File: src/design/stick_repeat_gate_and_sector_select_defines.svh
// Assertion macros shared by the stick repeat gate and sector select RTL.
// No dependencies; included by modules that carry concurrent checks.
`ifndef STICK_REPEAT_GATE_AND_SECTOR_SELECT_DEFINES_SVH
`define STICK_REPEAT_GATE_AND_SECTOR_SELECT_DEFINES_SVH

// Same-cycle implication, disabled during reset
`define SRSS_ASSERT_SAME(label, clk, rst_n, ante, cons, msg) \
  label: assert property (@(posedge clk) disable iff (!rst_n) (ante) |-> (cons)) \
    else $error(msg);

// Next-cycle implication, disabled during reset
`define SRSS_ASSERT_NEXT(label, clk, rst_n, ante, cons, msg) \
  label: assert property (@(posedge clk) disable iff (!rst_n) (ante) |=> (cons)) \
    else $error(msg);

`endif

File: src/design/srss_pkg.sv
// Package for the stick repeat gate and sector select block.
// Holds payload and config types, register codes, constants and helper functions.
`timescale 1ns / 1ps

package srss_pkg;

  // Config port geometry
  localparam int CFG_IW = 3;
  localparam int CFG_DW = 7;

  // Config register indexes
  typedef enum logic [CFG_IW-1:0] {
    CFG_ENTRY_COUNT        = 3'd0,
    CFG_RING_SLOTS         = 3'd1,
    CFG_HOLD_FRAMES        = 3'd2,
    CFG_THROTTLE_THRESHOLD = 3'd3,
    CFG_DEAD_ZONE          = 3'd4
  } cfg_reg_t;

  // Config reset values
  localparam logic [6:0] RST_ENTRY_COUNT        = 7'd8;
  localparam logic [6:0] RST_RING_SLOTS         = 7'd8;
  localparam logic [3:0] RST_HOLD_FRAMES        = 4'd8;
  localparam logic [6:0] RST_THROTTLE_THRESHOLD = 7'd50;
  localparam logic [6:0] RST_DEAD_ZONE          = 7'd30;

  // CORDIC datapath
  localparam int CORDIC_W   = 31;  // signed x/y width, holds 128 * 2^20 * gain
  localparam int SCALE_SH   = 20;
  localparam int ANGLE_W    = 32;  // turn accumulator
  localparam int ITER_W     = 4;
  localparam logic [ITER_W-1:0] LAST_ITER = 4'd15;
  localparam logic [ANGLE_W-1:0] HALF_TURN = 32'h8000_0000;

  // Hand-off queue depth
  localparam int QUEUE_DEPTH = 2;

  typedef struct packed {
    logic [6:0] entry_count;
    logic [6:0] ring_slots;
    logic [3:0] hold_frames;
    logic [6:0] throttle_threshold;
    logic [6:0] dead_zone;
  } cfg_t;

  typedef struct packed {
    logic [1:0]        controller;
    logic signed [7:0] stick_x;
    logic signed [7:0] stick_y;
  } in_item_t;

  typedef struct packed {
    logic signed [7:0] gated_x;
    logic signed [7:0] gated_y;
    logic              sector_valid;
    logic [5:0]        sector_index;
  } out_item_t;

  // Item between front and back: gated sample plus the angle decision
  typedef struct packed {
    logic signed [7:0] gated_x;
    logic signed [7:0] gated_y;
    logic              try_angle;
  } q_item_t;

  typedef struct packed {
    logic full;
    logic empty;
  } q_stat_t;

  // Any coordinate strictly outside +-t
  function automatic logic beyond(logic signed [7:0] x, logic signed [7:0] y,
                                  logic [6:0] t);
    logic signed [8:0] tp;
    logic signed [8:0] tn;
    logic signed [8:0] xe;
    logic signed [8:0] ye;
    tp = $signed({2'b00, t});
    tn = -tp;
    xe = 9'(x);
    ye = 9'(y);
    return (xe < tn) || (xe > tp) || (ye < tn) || (ye > tp);
  endfunction

  // Both coordinates strictly inside +-t
  function automatic logic inside_box(logic signed [7:0] x, logic signed [7:0] y,
                                      logic [6:0] t);
    logic signed [8:0] tp;
    logic signed [8:0] tn;
    logic signed [8:0] xe;
    logic signed [8:0] ye;
    tp = $signed({2'b00, t});
    tn = -tp;
    xe = 9'(x);
    ye = 9'(y);
    return (xe > tn) && (xe < tp) && (ye > tn) && (ye < tp);
  endfunction

  // atan(2^-i) as a fraction of a turn, scaled by 2^32
  function automatic logic [ANGLE_W-1:0] atan_turn(logic [ITER_W-1:0] i);
    logic [ANGLE_W-1:0] a;
    unique case (i)
      4'd0:    a = 32'd536870912;
      4'd1:    a = 32'd316933406;
      4'd2:    a = 32'd167458907;
      4'd3:    a = 32'd85004756;
      4'd4:    a = 32'd42667331;
      4'd5:    a = 32'd21354465;
      4'd6:    a = 32'd10679838;
      4'd7:    a = 32'd5340245;
      4'd8:    a = 32'd2670163;
      4'd9:    a = 32'd1335087;
      4'd10:   a = 32'd667544;
      4'd11:   a = 32'd333772;
      4'd12:   a = 32'd166886;
      4'd13:   a = 32'd83443;
      4'd14:   a = 32'd41722;
      default: a = 32'd20861;
    endcase
    return a;
  endfunction

endpackage

File: src/design/stick_repeat_gate_and_sector_select.sv
// Top level of the stick repeat gate and sector select block: config registers,
// gating front, hand-off queue and CORDIC back end. Depends on srss_pkg.
//
//   channel  | direction | handshake             | payload
//   in_      | input     | in_valid / in_stall   | in_data  (controller, stick_x, stick_y)
//   out_     | output    | out_valid / out_stall | out_data (gated_x, gated_y, sector)
//   cfg_     | input     | cfg_we                | cfg_index, cfg_wdata
//
// An item needing an angle passes through the back end as one load, 16 CORDIC
// steps on one shared shift/add unit, one multiply, one reduce, one output load.
// Items with no angle (inside the dead zone or unusable counts) go from load straight to output load.
// Synchronous active-low reset clears hold counters, queue and output, and
// restores config defaults. The two-entry queue keeps accepting items while the
// back end works; out_stall holds the output register and in_stall means full.
`timescale 1ns / 1ps

module stick_repeat_gate_and_sector_select #(
  parameter int CONTROLLERS = 4,
  parameter int MAX_SECTORS = 64,
  parameter int ANGLE_BITS  = 16
) (
  input  logic                          clk,
  input  logic                          rst_n,
  input  logic                          in_valid,
  output logic                          in_stall,
  input  srss_pkg::in_item_t            in_data,
  output logic                          out_valid,
  input  logic                          out_stall,
  output srss_pkg::out_item_t           out_data,
  input  logic                          cfg_we,
  input  logic [srss_pkg::CFG_IW-1:0]   cfg_index,
  input  logic [srss_pkg::CFG_DW-1:0]   cfg_wdata
);

  srss_pkg::cfg_t    cfg_r, cfg_nxt;
  logic              push;
  logic              pop;
  srss_pkg::q_item_t push_item;
  srss_pkg::q_item_t head;
  srss_pkg::q_stat_t q_stat;

  // Config write decode; unknown indexes are dropped
  always_comb begin
    cfg_nxt = cfg_r;
    if (cfg_we) begin
      unique case (cfg_index)
        srss_pkg::CFG_ENTRY_COUNT:        cfg_nxt.entry_count        = cfg_wdata[6:0];
        srss_pkg::CFG_RING_SLOTS:         cfg_nxt.ring_slots         = cfg_wdata[6:0];
        srss_pkg::CFG_HOLD_FRAMES:        cfg_nxt.hold_frames        = cfg_wdata[3:0];
        srss_pkg::CFG_THROTTLE_THRESHOLD: cfg_nxt.throttle_threshold = cfg_wdata[6:0];
        srss_pkg::CFG_DEAD_ZONE:          cfg_nxt.dead_zone          = cfg_wdata[6:0];
        default: begin
          cfg_nxt = cfg_r;
        end
      endcase
    end
  end

  always_ff @(posedge clk) begin
    if (!rst_n) begin
      cfg_r.entry_count        <= srss_pkg::RST_ENTRY_COUNT;
      cfg_r.ring_slots         <= srss_pkg::RST_RING_SLOTS;
      cfg_r.hold_frames        <= srss_pkg::RST_HOLD_FRAMES;
      cfg_r.throttle_threshold <= srss_pkg::RST_THROTTLE_THRESHOLD;
      cfg_r.dead_zone          <= srss_pkg::RST_DEAD_ZONE;
    end else begin
      cfg_r <= cfg_nxt;
    end
  end

  srss_front #(
    .CONTROLLERS (CONTROLLERS),
    .MAX_SECTORS (MAX_SECTORS)
  ) u_front (
    .clk       (clk),
    .rst_n     (rst_n),
    .in_valid  (in_valid),
    .in_stall  (in_stall),
    .in_data   (in_data),
    .cfg       (cfg_r),
    .q_stat    (q_stat),
    .push      (push),
    .push_item (push_item)
  );

  srss_queue #(
    .DEPTH (srss_pkg::QUEUE_DEPTH)
  ) u_queue (
    .clk       (clk),
    .rst_n     (rst_n),
    .push      (push),
    .push_item (push_item),
    .pop       (pop),
    .head      (head),
    .stat      (q_stat)
  );

  srss_back #(
    .ANGLE_BITS (ANGLE_BITS)
  ) u_back (
    .clk       (clk),
    .rst_n     (rst_n),
    .cfg       (cfg_r),
    .q_stat    (q_stat),
    .head      (head),
    .pop       (pop),
    .out_valid (out_valid),
    .out_stall (out_stall),
    .out_data  (out_data)
  );

endmodule

File: src/design/srss_front.sv
// Front end: accepts stick items, applies per-controller repeat gating and
// decides whether an angle is needed. Depends on srss_pkg.
`timescale 1ns / 1ps

module srss_front #(
  parameter int CONTROLLERS = 4,
  parameter int MAX_SECTORS = 64
) (
  input  logic               clk,
  input  logic               rst_n,
  input  logic               in_valid,
  output logic               in_stall,
  input  srss_pkg::in_item_t in_data,
  input  srss_pkg::cfg_t     cfg,
  input  srss_pkg::q_stat_t  q_stat,
  output logic               push,
  output srss_pkg::q_item_t  push_item
);

  logic [3:0] hold_r   [CONTROLLERS];
  logic [3:0] hold_nxt [CONTROLLERS];

  logic                   accept;
  logic                   ctl_ok;
  logic [CONTROLLERS-1:0] sel;
  logic [3:0]             hc;
  logic [3:0]             hc_new;
  logic signed [7:0]      gx;
  logic signed [7:0]      gy;
  logic                   cnt_ok;

  assign in_stall = q_stat.full;
  assign accept   = in_valid && !q_stat.full;

  // Counter lookup for this item's controller
  always_comb begin
    ctl_ok = int'(in_data.controller) < CONTROLLERS;
    hc     = '0;
    for (int c = 0; c < CONTROLLERS; c++) begin
      sel[c] = ctl_ok && (int'(in_data.controller) == c);
      hc     = hc | (sel[c] ? hold_r[c] : 4'd0);
    end
  end

  // Repeat gate
  always_comb begin
    gx     = in_data.stick_x;
    gy     = in_data.stick_y;
    hc_new = hc;
    if (ctl_ok) begin
      if (hc != 4'd0) begin
        if (srss_pkg::inside_box(in_data.stick_x, in_data.stick_y,
                                 cfg.throttle_threshold)) begin
          hc_new = 4'd0;
        end else begin
          hc_new = hc - 4'd1;
          gx     = '0;
          gy     = '0;
        end
      end else if (srss_pkg::beyond(in_data.stick_x, in_data.stick_y,
                                    cfg.throttle_threshold)) begin
        hc_new = cfg.hold_frames;
      end
    end
    for (int c = 0; c < CONTROLLERS; c++) begin
      hold_nxt[c] = (accept && sel[c]) ? hc_new : hold_r[c];
    end
  end

  // Sector counts usable at all
  assign cnt_ok = (cfg.entry_count != 7'd0) && (cfg.ring_slots != 7'd0) &&
                  (cfg.ring_slots >= cfg.entry_count) &&
                  (int'(cfg.ring_slots) <= MAX_SECTORS);

  always_comb begin
    push                = accept;
    push_item.gated_x   = gx;
    push_item.gated_y   = gy;
    push_item.try_angle = cnt_ok && srss_pkg::beyond(gx, gy, cfg.dead_zone);
  end

  always_ff @(posedge clk) begin
    for (int c = 0; c < CONTROLLERS; c++) begin
      if (!rst_n) begin
        hold_r[c] <= '0;
      end else begin
        hold_r[c] <= hold_nxt[c];
      end
    end
  end

endmodule

File: src/design/srss_queue.sv
// Short FIFO that decouples the gating front from the angle back end.
// Depends on srss_pkg for the item and status types.
`timescale 1ns / 1ps

module srss_queue #(
  parameter int DEPTH = 2
) (
  input  logic              clk,
  input  logic              rst_n,
  input  logic              push,
  input  srss_pkg::q_item_t push_item,
  input  logic              pop,
  output srss_pkg::q_item_t head,
  output srss_pkg::q_stat_t stat
);

  localparam int PW = (DEPTH > 1) ? $clog2(DEPTH) : 1;
  localparam int CW = $clog2(DEPTH + 1);

  srss_pkg::q_item_t mem_r [DEPTH];
  logic [PW-1:0] wr_ptr_r, wr_ptr_nxt;
  logic [PW-1:0] rd_ptr_r, rd_ptr_nxt;
  logic [CW-1:0] cnt_r, cnt_nxt;

  assign head       = mem_r[rd_ptr_r];
  assign stat.full  = cnt_r == CW'(DEPTH);
  assign stat.empty = cnt_r == '0;

  // Pointer wrap and fill level
  always_comb begin
    wr_ptr_nxt = wr_ptr_r;
    rd_ptr_nxt = rd_ptr_r;
    if (push) begin
      wr_ptr_nxt = (wr_ptr_r == PW'(DEPTH - 1)) ? '0 : wr_ptr_r + 1'b1;
    end
    if (pop) begin
      rd_ptr_nxt = (rd_ptr_r == PW'(DEPTH - 1)) ? '0 : rd_ptr_r + 1'b1;
    end
    unique case ({push, pop})
      2'b10:   cnt_nxt = cnt_r + 1'b1;
      2'b01:   cnt_nxt = cnt_r - 1'b1;
      default: cnt_nxt = cnt_r;
    endcase
  end

  always_ff @(posedge clk) begin
    if (!rst_n) begin
      wr_ptr_r <= '0;
      rd_ptr_r <= '0;
      cnt_r    <= '0;
    end else begin
      wr_ptr_r <= wr_ptr_nxt;
      rd_ptr_r <= rd_ptr_nxt;
      cnt_r    <= cnt_nxt;
    end
  end

  // Entry storage, no reset
  always_ff @(posedge clk) begin
    if (push) begin
      mem_r[wr_ptr_r] <= push_item;
    end
  end

endmodule

File: src/design/srss_back.sv
// Back end: iterative CORDIC arctangent, sector scaling and output register.
// Depends on srss_pkg and the shared assertion macro header.
`timescale 1ns / 1ps
`include "stick_repeat_gate_and_sector_select_defines.svh"

module srss_back #(
  parameter int ANGLE_BITS = 16
) (
  input  logic                clk,
  input  logic                rst_n,
  input  srss_pkg::cfg_t      cfg,
  input  srss_pkg::q_stat_t   q_stat,
  input  srss_pkg::q_item_t   head,
  output logic                pop,
  output logic                out_valid,
  input  logic                out_stall,
  output srss_pkg::out_item_t out_data
);

  localparam int CW = srss_pkg::CORDIC_W;
  localparam int AW = srss_pkg::ANGLE_W;
  localparam int PW = ANGLE_BITS + 8;
  localparam logic [ANGLE_BITS-1:0] ROT_NORTH = ANGLE_BITS'(3) << (ANGLE_BITS - 2);

  typedef enum logic [4:0] {
    S_IDLE = 5'b00001,
    S_ITER = 5'b00010,
    S_MUL  = 5'b00100,
    S_MOD  = 5'b01000,
    S_DONE = 5'b10000
  } state_t;

  state_t                          state_r, state_nxt;
  logic [srss_pkg::ITER_W-1:0]     it_r, it_nxt;
  logic signed [CW-1:0]            x_r, x_nxt;
  logic signed [CW-1:0]            y_r, y_nxt;
  logic [AW-1:0]                   th_r, th_nxt;
  logic [PW-1:0]                   prod_r, prod_nxt;
  logic signed [7:0]               gx_r, gx_nxt;
  logic signed [7:0]               gy_r, gy_nxt;
  logic                            sec_valid_r, sec_valid_nxt;
  logic [5:0]                      sec_r, sec_nxt;
  logic                            out_valid_r, out_valid_nxt;
  srss_pkg::out_item_t             out_data_r, out_data_nxt;

  assign out_valid = out_valid_r;
  assign out_data  = out_data_r;

  always_comb begin
    logic signed [8:0]       xi;
    logic signed [8:0]       yi;
    logic signed [CW-1:0]    dx;
    logic signed [CW-1:0]    dy;
    logic [AW-1:0]           atn;
    logic [ANGLE_BITS-1:0]   u;
    logic [6:0]              diff;
    logic [6:0]              k;
    logic [PW-1:0]           sum;
    logic [6:0]              q;
    logic [6:0]              r;

    state_nxt     = state_r;
    it_nxt        = it_r;
    x_nxt         = x_r;
    y_nxt         = y_r;
    th_nxt        = th_r;
    prod_nxt      = prod_r;
    gx_nxt        = gx_r;
    gy_nxt        = gy_r;
    sec_valid_nxt = sec_valid_r;
    sec_nxt       = sec_r;
    out_data_nxt  = out_data_r;
    pop           = 1'b0;

    xi   = 9'(head.gated_x);
    yi   = 9'(head.gated_y);
    dx   = y_r >>> it_r;
    dy   = x_r >>> it_r;
    atn  = srss_pkg::atan_turn(it_r);
    u    = th_r[AW-1 -: ANGLE_BITS] + ROT_NORTH;
    diff = cfg.ring_slots - cfg.entry_count;
    k    = (diff == 7'd0) ? 7'd0 : (diff[0] ? cfg.entry_count : cfg.entry_count - 7'd1);
    sum  = prod_r + (PW'(k) << ANGLE_BITS);
    q    = sum[PW-1 -: 7];
    r    = (q >= cfg.ring_slots) ? q - cfg.ring_slots : q;

    // Output register drains independently of the work in progress
    out_valid_nxt = out_valid_r && out_stall;

    unique case (state_r)
      S_IDLE: begin
        if (!q_stat.empty) begin
          pop    = 1'b1;
          gx_nxt = head.gated_x;
          gy_nxt = head.gated_y;
          if (head.try_angle) begin
            // Left half-plane: pre-rotate by half a turn
            if (xi < 0) begin
              xi     = -xi;
              yi     = -yi;
              th_nxt = srss_pkg::HALF_TURN;
            end else begin
              th_nxt = '0;
            end
            x_nxt     = CW'(xi) <<< srss_pkg::SCALE_SH;
            y_nxt     = CW'(yi) <<< srss_pkg::SCALE_SH;
            it_nxt    = '0;
            state_nxt = S_ITER;
          end else begin
            sec_valid_nxt = 1'b0;
            sec_nxt       = '0;
            state_nxt     = S_DONE;
          end
        end
      end
      // One vectoring step per cycle
      S_ITER: begin
        if (!y_r[CW-1]) begin
          x_nxt  = x_r + dx;
          y_nxt  = y_r - dy;
          th_nxt = th_r + atn;
        end else begin
          x_nxt  = x_r - dx;
          y_nxt  = y_r + dy;
          th_nxt = th_r - atn;
        end
        it_nxt = it_r + 1'b1;
        if (it_r == srss_pkg::LAST_ITER) begin
          state_nxt = S_MUL;
        end
      end
      // 2*u*V
      S_MUL: begin
        prod_nxt  = PW'({u, 1'b0}) * PW'(cfg.ring_slots);
        state_nxt = S_MOD;
      end
      // Offset, scale down, reduce mod V (quotient stays below 2V)
      S_MOD: begin
        if ((diff != 7'd0) && (r >= cfg.entry_count)) begin
          sec_valid_nxt = 1'b0;
          sec_nxt       = '0;
        end else begin
          sec_valid_nxt = 1'b1;
          sec_nxt       = r[5:0];
        end
        state_nxt = S_DONE;
      end
      S_DONE: begin
        if (!out_valid_r || !out_stall) begin
          out_valid_nxt             = 1'b1;
          out_data_nxt.gated_x      = gx_r;
          out_data_nxt.gated_y      = gy_r;
          out_data_nxt.sector_valid = sec_valid_r;
          out_data_nxt.sector_index = sec_r;
          state_nxt                 = S_IDLE;
        end
      end
      default: begin
        state_nxt = S_IDLE;
      end
    endcase
  end

  always_ff @(posedge clk) begin
    if (!rst_n) begin
      state_r     <= S_IDLE;
      out_valid_r <= 1'b0;
    end else begin
      state_r     <= state_nxt;
      out_valid_r <= out_valid_nxt;
    end
  end

  // Datapath, no reset
  always_ff @(posedge clk) begin
    it_r        <= it_nxt;
    x_r         <= x_nxt;
    y_r         <= y_nxt;
    th_r        <= th_nxt;
    prod_r      <= prod_nxt;
    gx_r        <= gx_nxt;
    gy_r        <= gy_nxt;
    sec_valid_r <= sec_valid_nxt;
    sec_r       <= sec_nxt;
    out_data_r  <= out_data_nxt;
  end

  // x only grows during vectoring and never wraps
  `SRSS_ASSERT_SAME(a_cordic_x_pos, clk, rst_n, state_r == S_ITER, !x_r[CW-1], "CORDIC x went negative")
  // Multiply follows exactly the last rotation step
  `SRSS_ASSERT_NEXT(a_mul_after_iter, clk, rst_n, (state_r == S_ITER) && (it_r == srss_pkg::LAST_ITER), state_r == S_MUL, "multiply did not follow last CORDIC step")
  // Rejected sectors carry index zero
  `SRSS_ASSERT_SAME(a_sector_zero, clk, rst_n, state_r == S_DONE, sec_valid_r || (sec_r == '0), "invalid sector with nonzero index")

endmodule

File: config.mk
export PLATFORM = sky130hd
export DESIGN_NAME = stick_repeat_gate_and_sector_select
export DESIGN_NICKNAME = d
export VERILOG_FILES = /design/src/design/srss_pkg.sv /design/src/design/stick_repeat_gate_and_sector_select.sv /design/src/design/srss_front.sv /design/src/design/srss_queue.sv /design/src/design/srss_back.sv
export VERILOG_INCLUDE_DIRS = /design/src /design/src/design
export SDC_FILE = /design/constraint.sdc
export NUM_CORES = 1
export LEC_CHECK = 0
export BUFFER_PORTS_ARGS = -buffer_cell sky130_fd_sc_hd__buf_2
export CAP_MARGIN = 20
export CORE_ASPECT_RATIO = 1.25
export CORE_MARGIN = 10
export CORE_UTILIZATION = 60
export CTS_CLUSTER_DIAMETER = 200
export DETAILED_ROUTE_END_ITERATION = 10
export PLACE_DENSITY_LB_ADDON = 0.1
export REMOVE_ABC_BUFFERS = 1
export SYNTH_ARGS = -nofsm -noshare
export SYNTH_HDL_FRONTEND = slang
export SYNTH_SLANG_ARGS = --single-unit
File: constraint.sdc
create_clock -name clk -period 16.7 [get_ports clk]
set_clock_uncertainty 0.15 [all_clocks]
set_input_delay 0.835 -clock clk [delete_from_list [all_inputs] [get_ports clk]]
set_output_delay 0.835 -clock clk [all_outputs]
set_load 0.05 [all_outputs]
==> key figures <==
Run status
  – Status: finished, final reports clean

Routing
  – # DRC: 0
  – Final ANT Viol Nets: 0
  – Total vias in the final route: 20400
  – Routed Wire Length: 63.0 mm
  – Vias per cell: 6.16
  – Routed len/inst: 19.0 um
  – Drt pass-1 iters: 5
  – Initial DRC count: 1308

Hold path
  – Worst Hold Launch: u_back.gx_r[0]
  – Worst hold path type: flip-flop to flip-flop

Synth
  – Synth Register Bits: 275
  – Warning count from the yosys run: 0
  – Synth Cell Area: 25500 um^2
  – Seq/Total Area, Yosys: 28.9%
  – Asr flop ratio synth: 0%
  – Most used DFF post-synth: edfxtp_1
  – Mean Syn Cell Area: 9.41 um^2
  – Synth Instances: between 2000 and 3000
  – Area share of the largest cell type after synthesis: 21.9%
  – Synth cell types: 85
  – Post-synth EDFFs: 186
  – Synth top area cells: edfxtp_1 (22%), ha_1 (12%), dfxtp_1 (7.0%)
  – Post-synth top area cell: edfxtp_1

Flow run
  – Total of max-cap violations: 0

Place
  – DP HPWL: roughly 48 mm
  – GP Congestion: ~0.96
  – Buffers added on ports: 57

Floorplan
  – Die height: 250 um
  – Die area: between 50000 and 60000 um^2
  – Initial Util: 60.6%
  – Core area: 42000 um^2
  – Chip Width: 204 um
  – I/O pin count: 58
  – FP Rows: 84

Clock network
  – Clk Latency, worst-skew pair: 0.59 ns
  – CTS Buf Count: 31
  – # hold bufs at CTS: 0
  – CTS clk-pin slew, worst paths: 0.06 ns
  – Clock sink count: 275
  – Setup Buffers After CTS: 0
  – PostCTS Resize Cnt: 0
  – Clock tree root buffer cell: clkbuf_16
  – CTS Buffer Depth: 3
  – CTS tree: built
  – H-tree Lvls: 1

Cells and area
  – Final nets: 3066
  – Most frequent cells in the layout: nand2_1 (258), ha_1 (236), nor2_1 (223)
  – Antenna Cells: 0
  – Share of cells above drive strength 1: 9.75%
  – Most common cell after layout, fill and taps aside: nand2_1
  – Area growth, synth to finish: 7.06%

STA
  – Setup TNS: 0 ns
  – Rel. slew slack: 28.8%
  – Slew Viols, Final: 0
  – Final worst path period share: 49.9%
  – Minimum clock period: 8.34 ns
  – RSZ-0062 raised after global routing: no
  – Fin. Hold Viols: 0
  – Worst Max-Slew Pin Slew: 1.07 ns
  – Max Fclk: 120 MHz
  – Endpoints failing setup: 0

Global routing
  – Largest net degree at the start of global routing: slightly above 70
  – Gr usage total: 24.3%
  – Global-route wire length before repair: between 100 and 150 mm
  – Vias in the first global route: approximately 20000
  – Total gr overflow: 0
  – Initial antenna violation count: 1

Critical path
  – CP Launch Type: flip-flop
  – Worst R2R Start: cfg_r[19]
  – Worst Path Buf+Inv: 2
  – Worst path top cell family by delay: compound AO/OA/AOI/OAI gates
  – CP endpoint kind: flip-flop
  – Crit path arrival time: 8.57 ns
  – CP Max Fanout: 21
  – Slowest cell on the critical path: dfxtp_1
  – Max incr delay on CP: 0.80 ns
  – Worst EP required: roughly 17 ns
  – Kind of critical path: flip-flop to flip-flop
  – Critical Path Source: cfg_r[19]
## per-stage QoR
step / cells / setup WS, ns / instance area, um^2 / hold WS (ns) / utilization (%)
final: 3308 / 8.36 / 27300 / 0.265 / 64.8
after detailed placement: 3250 / 8.49 / 26200 / 0.258 / 62.3
after CTS: 3308 / 8.44 / 27300 / 0.267 / 64.8
after floorplan: 2607 / 9.49 / 25000 / 0.250 / -
after global routing: 3308 / 7.45 / 27300 / 0.275 / 64.8
after global placement: 3250 / 8.80 / 26200 / 0.251 / 62.3
## cell usage after synthesis (9+ instances only)
library cell,count
mux4_1,12
or2_2,9
xnor2_1,139
fa_1,73
nand4_1,20
and3_1,26
nand3_1,44
o22ai_1,11
a21boi_0,32
xor2_1,63
nand2b_1,34
nor2_1,223
inv_1,182
o21a_1,40
o21ai_0,132
and2_1,67
a21oi_1,177
buf_6,10
o21bai_1,12
nor3b_1,12
dfxtp_1,89
clkbuf_1,64
mux4_2,57
o31ai_1,11
edfxtp_1,186
nor3_1,57
nor2b_1,28
a31oi_1,32
buf_2,14
mux2_2,43
o211ai_1,18
a211oi_1,22
nand2_1,258
ha_1,236
mux2i_1,73
or3_1,12
nor4_1,12
a21o_1,55
## routing by layer
layer	share of wire (%)	GRT usage [%]
met4	3.1	8.16
met2	52	43.9
met5	0	0
met3	4.7	2.84
met1	41	29.1
## cell type report
cell class              count  area [um^2]
well taps                 559          699
multi-input cells        2149        16900
inverters                 183          689
fillers                  3466        14800
repair buffers             84          488
flip-flops and latches    275         7370
clock buffers              41          907
clock inverters            17          181
## path summary, 6_finish.rpt
| kind | slack, ns | end | cells past startpoint |
|---|---|---|---|
| max reg2reg | 8.36 | u_back.sec_r[4] | 34 |
| min reg2reg | 0.26 | u_back.out_data[15] | 0 |
| min | 0.26 | u_back.out_data[15] | 0 |
| max | 8.36 | u_back.sec_r[4] | 34 |
## cell families after synthesis
kind of cell | share of synthesized area, %
multiplexers | 11.1
buffers and inverters | 4.62
AND/OR/NAND/NOR | 15.7
AO/OA/AOI/OAI | 15.4
flip-flops | 28.9
XOR/XNOR | 6.95
adder cells (fa/ha/maj) | 17.3
Power is left out: the tool's default activity adds up to more than one toggle a clock period on the data nets, which glitch-free logic cannot reach.
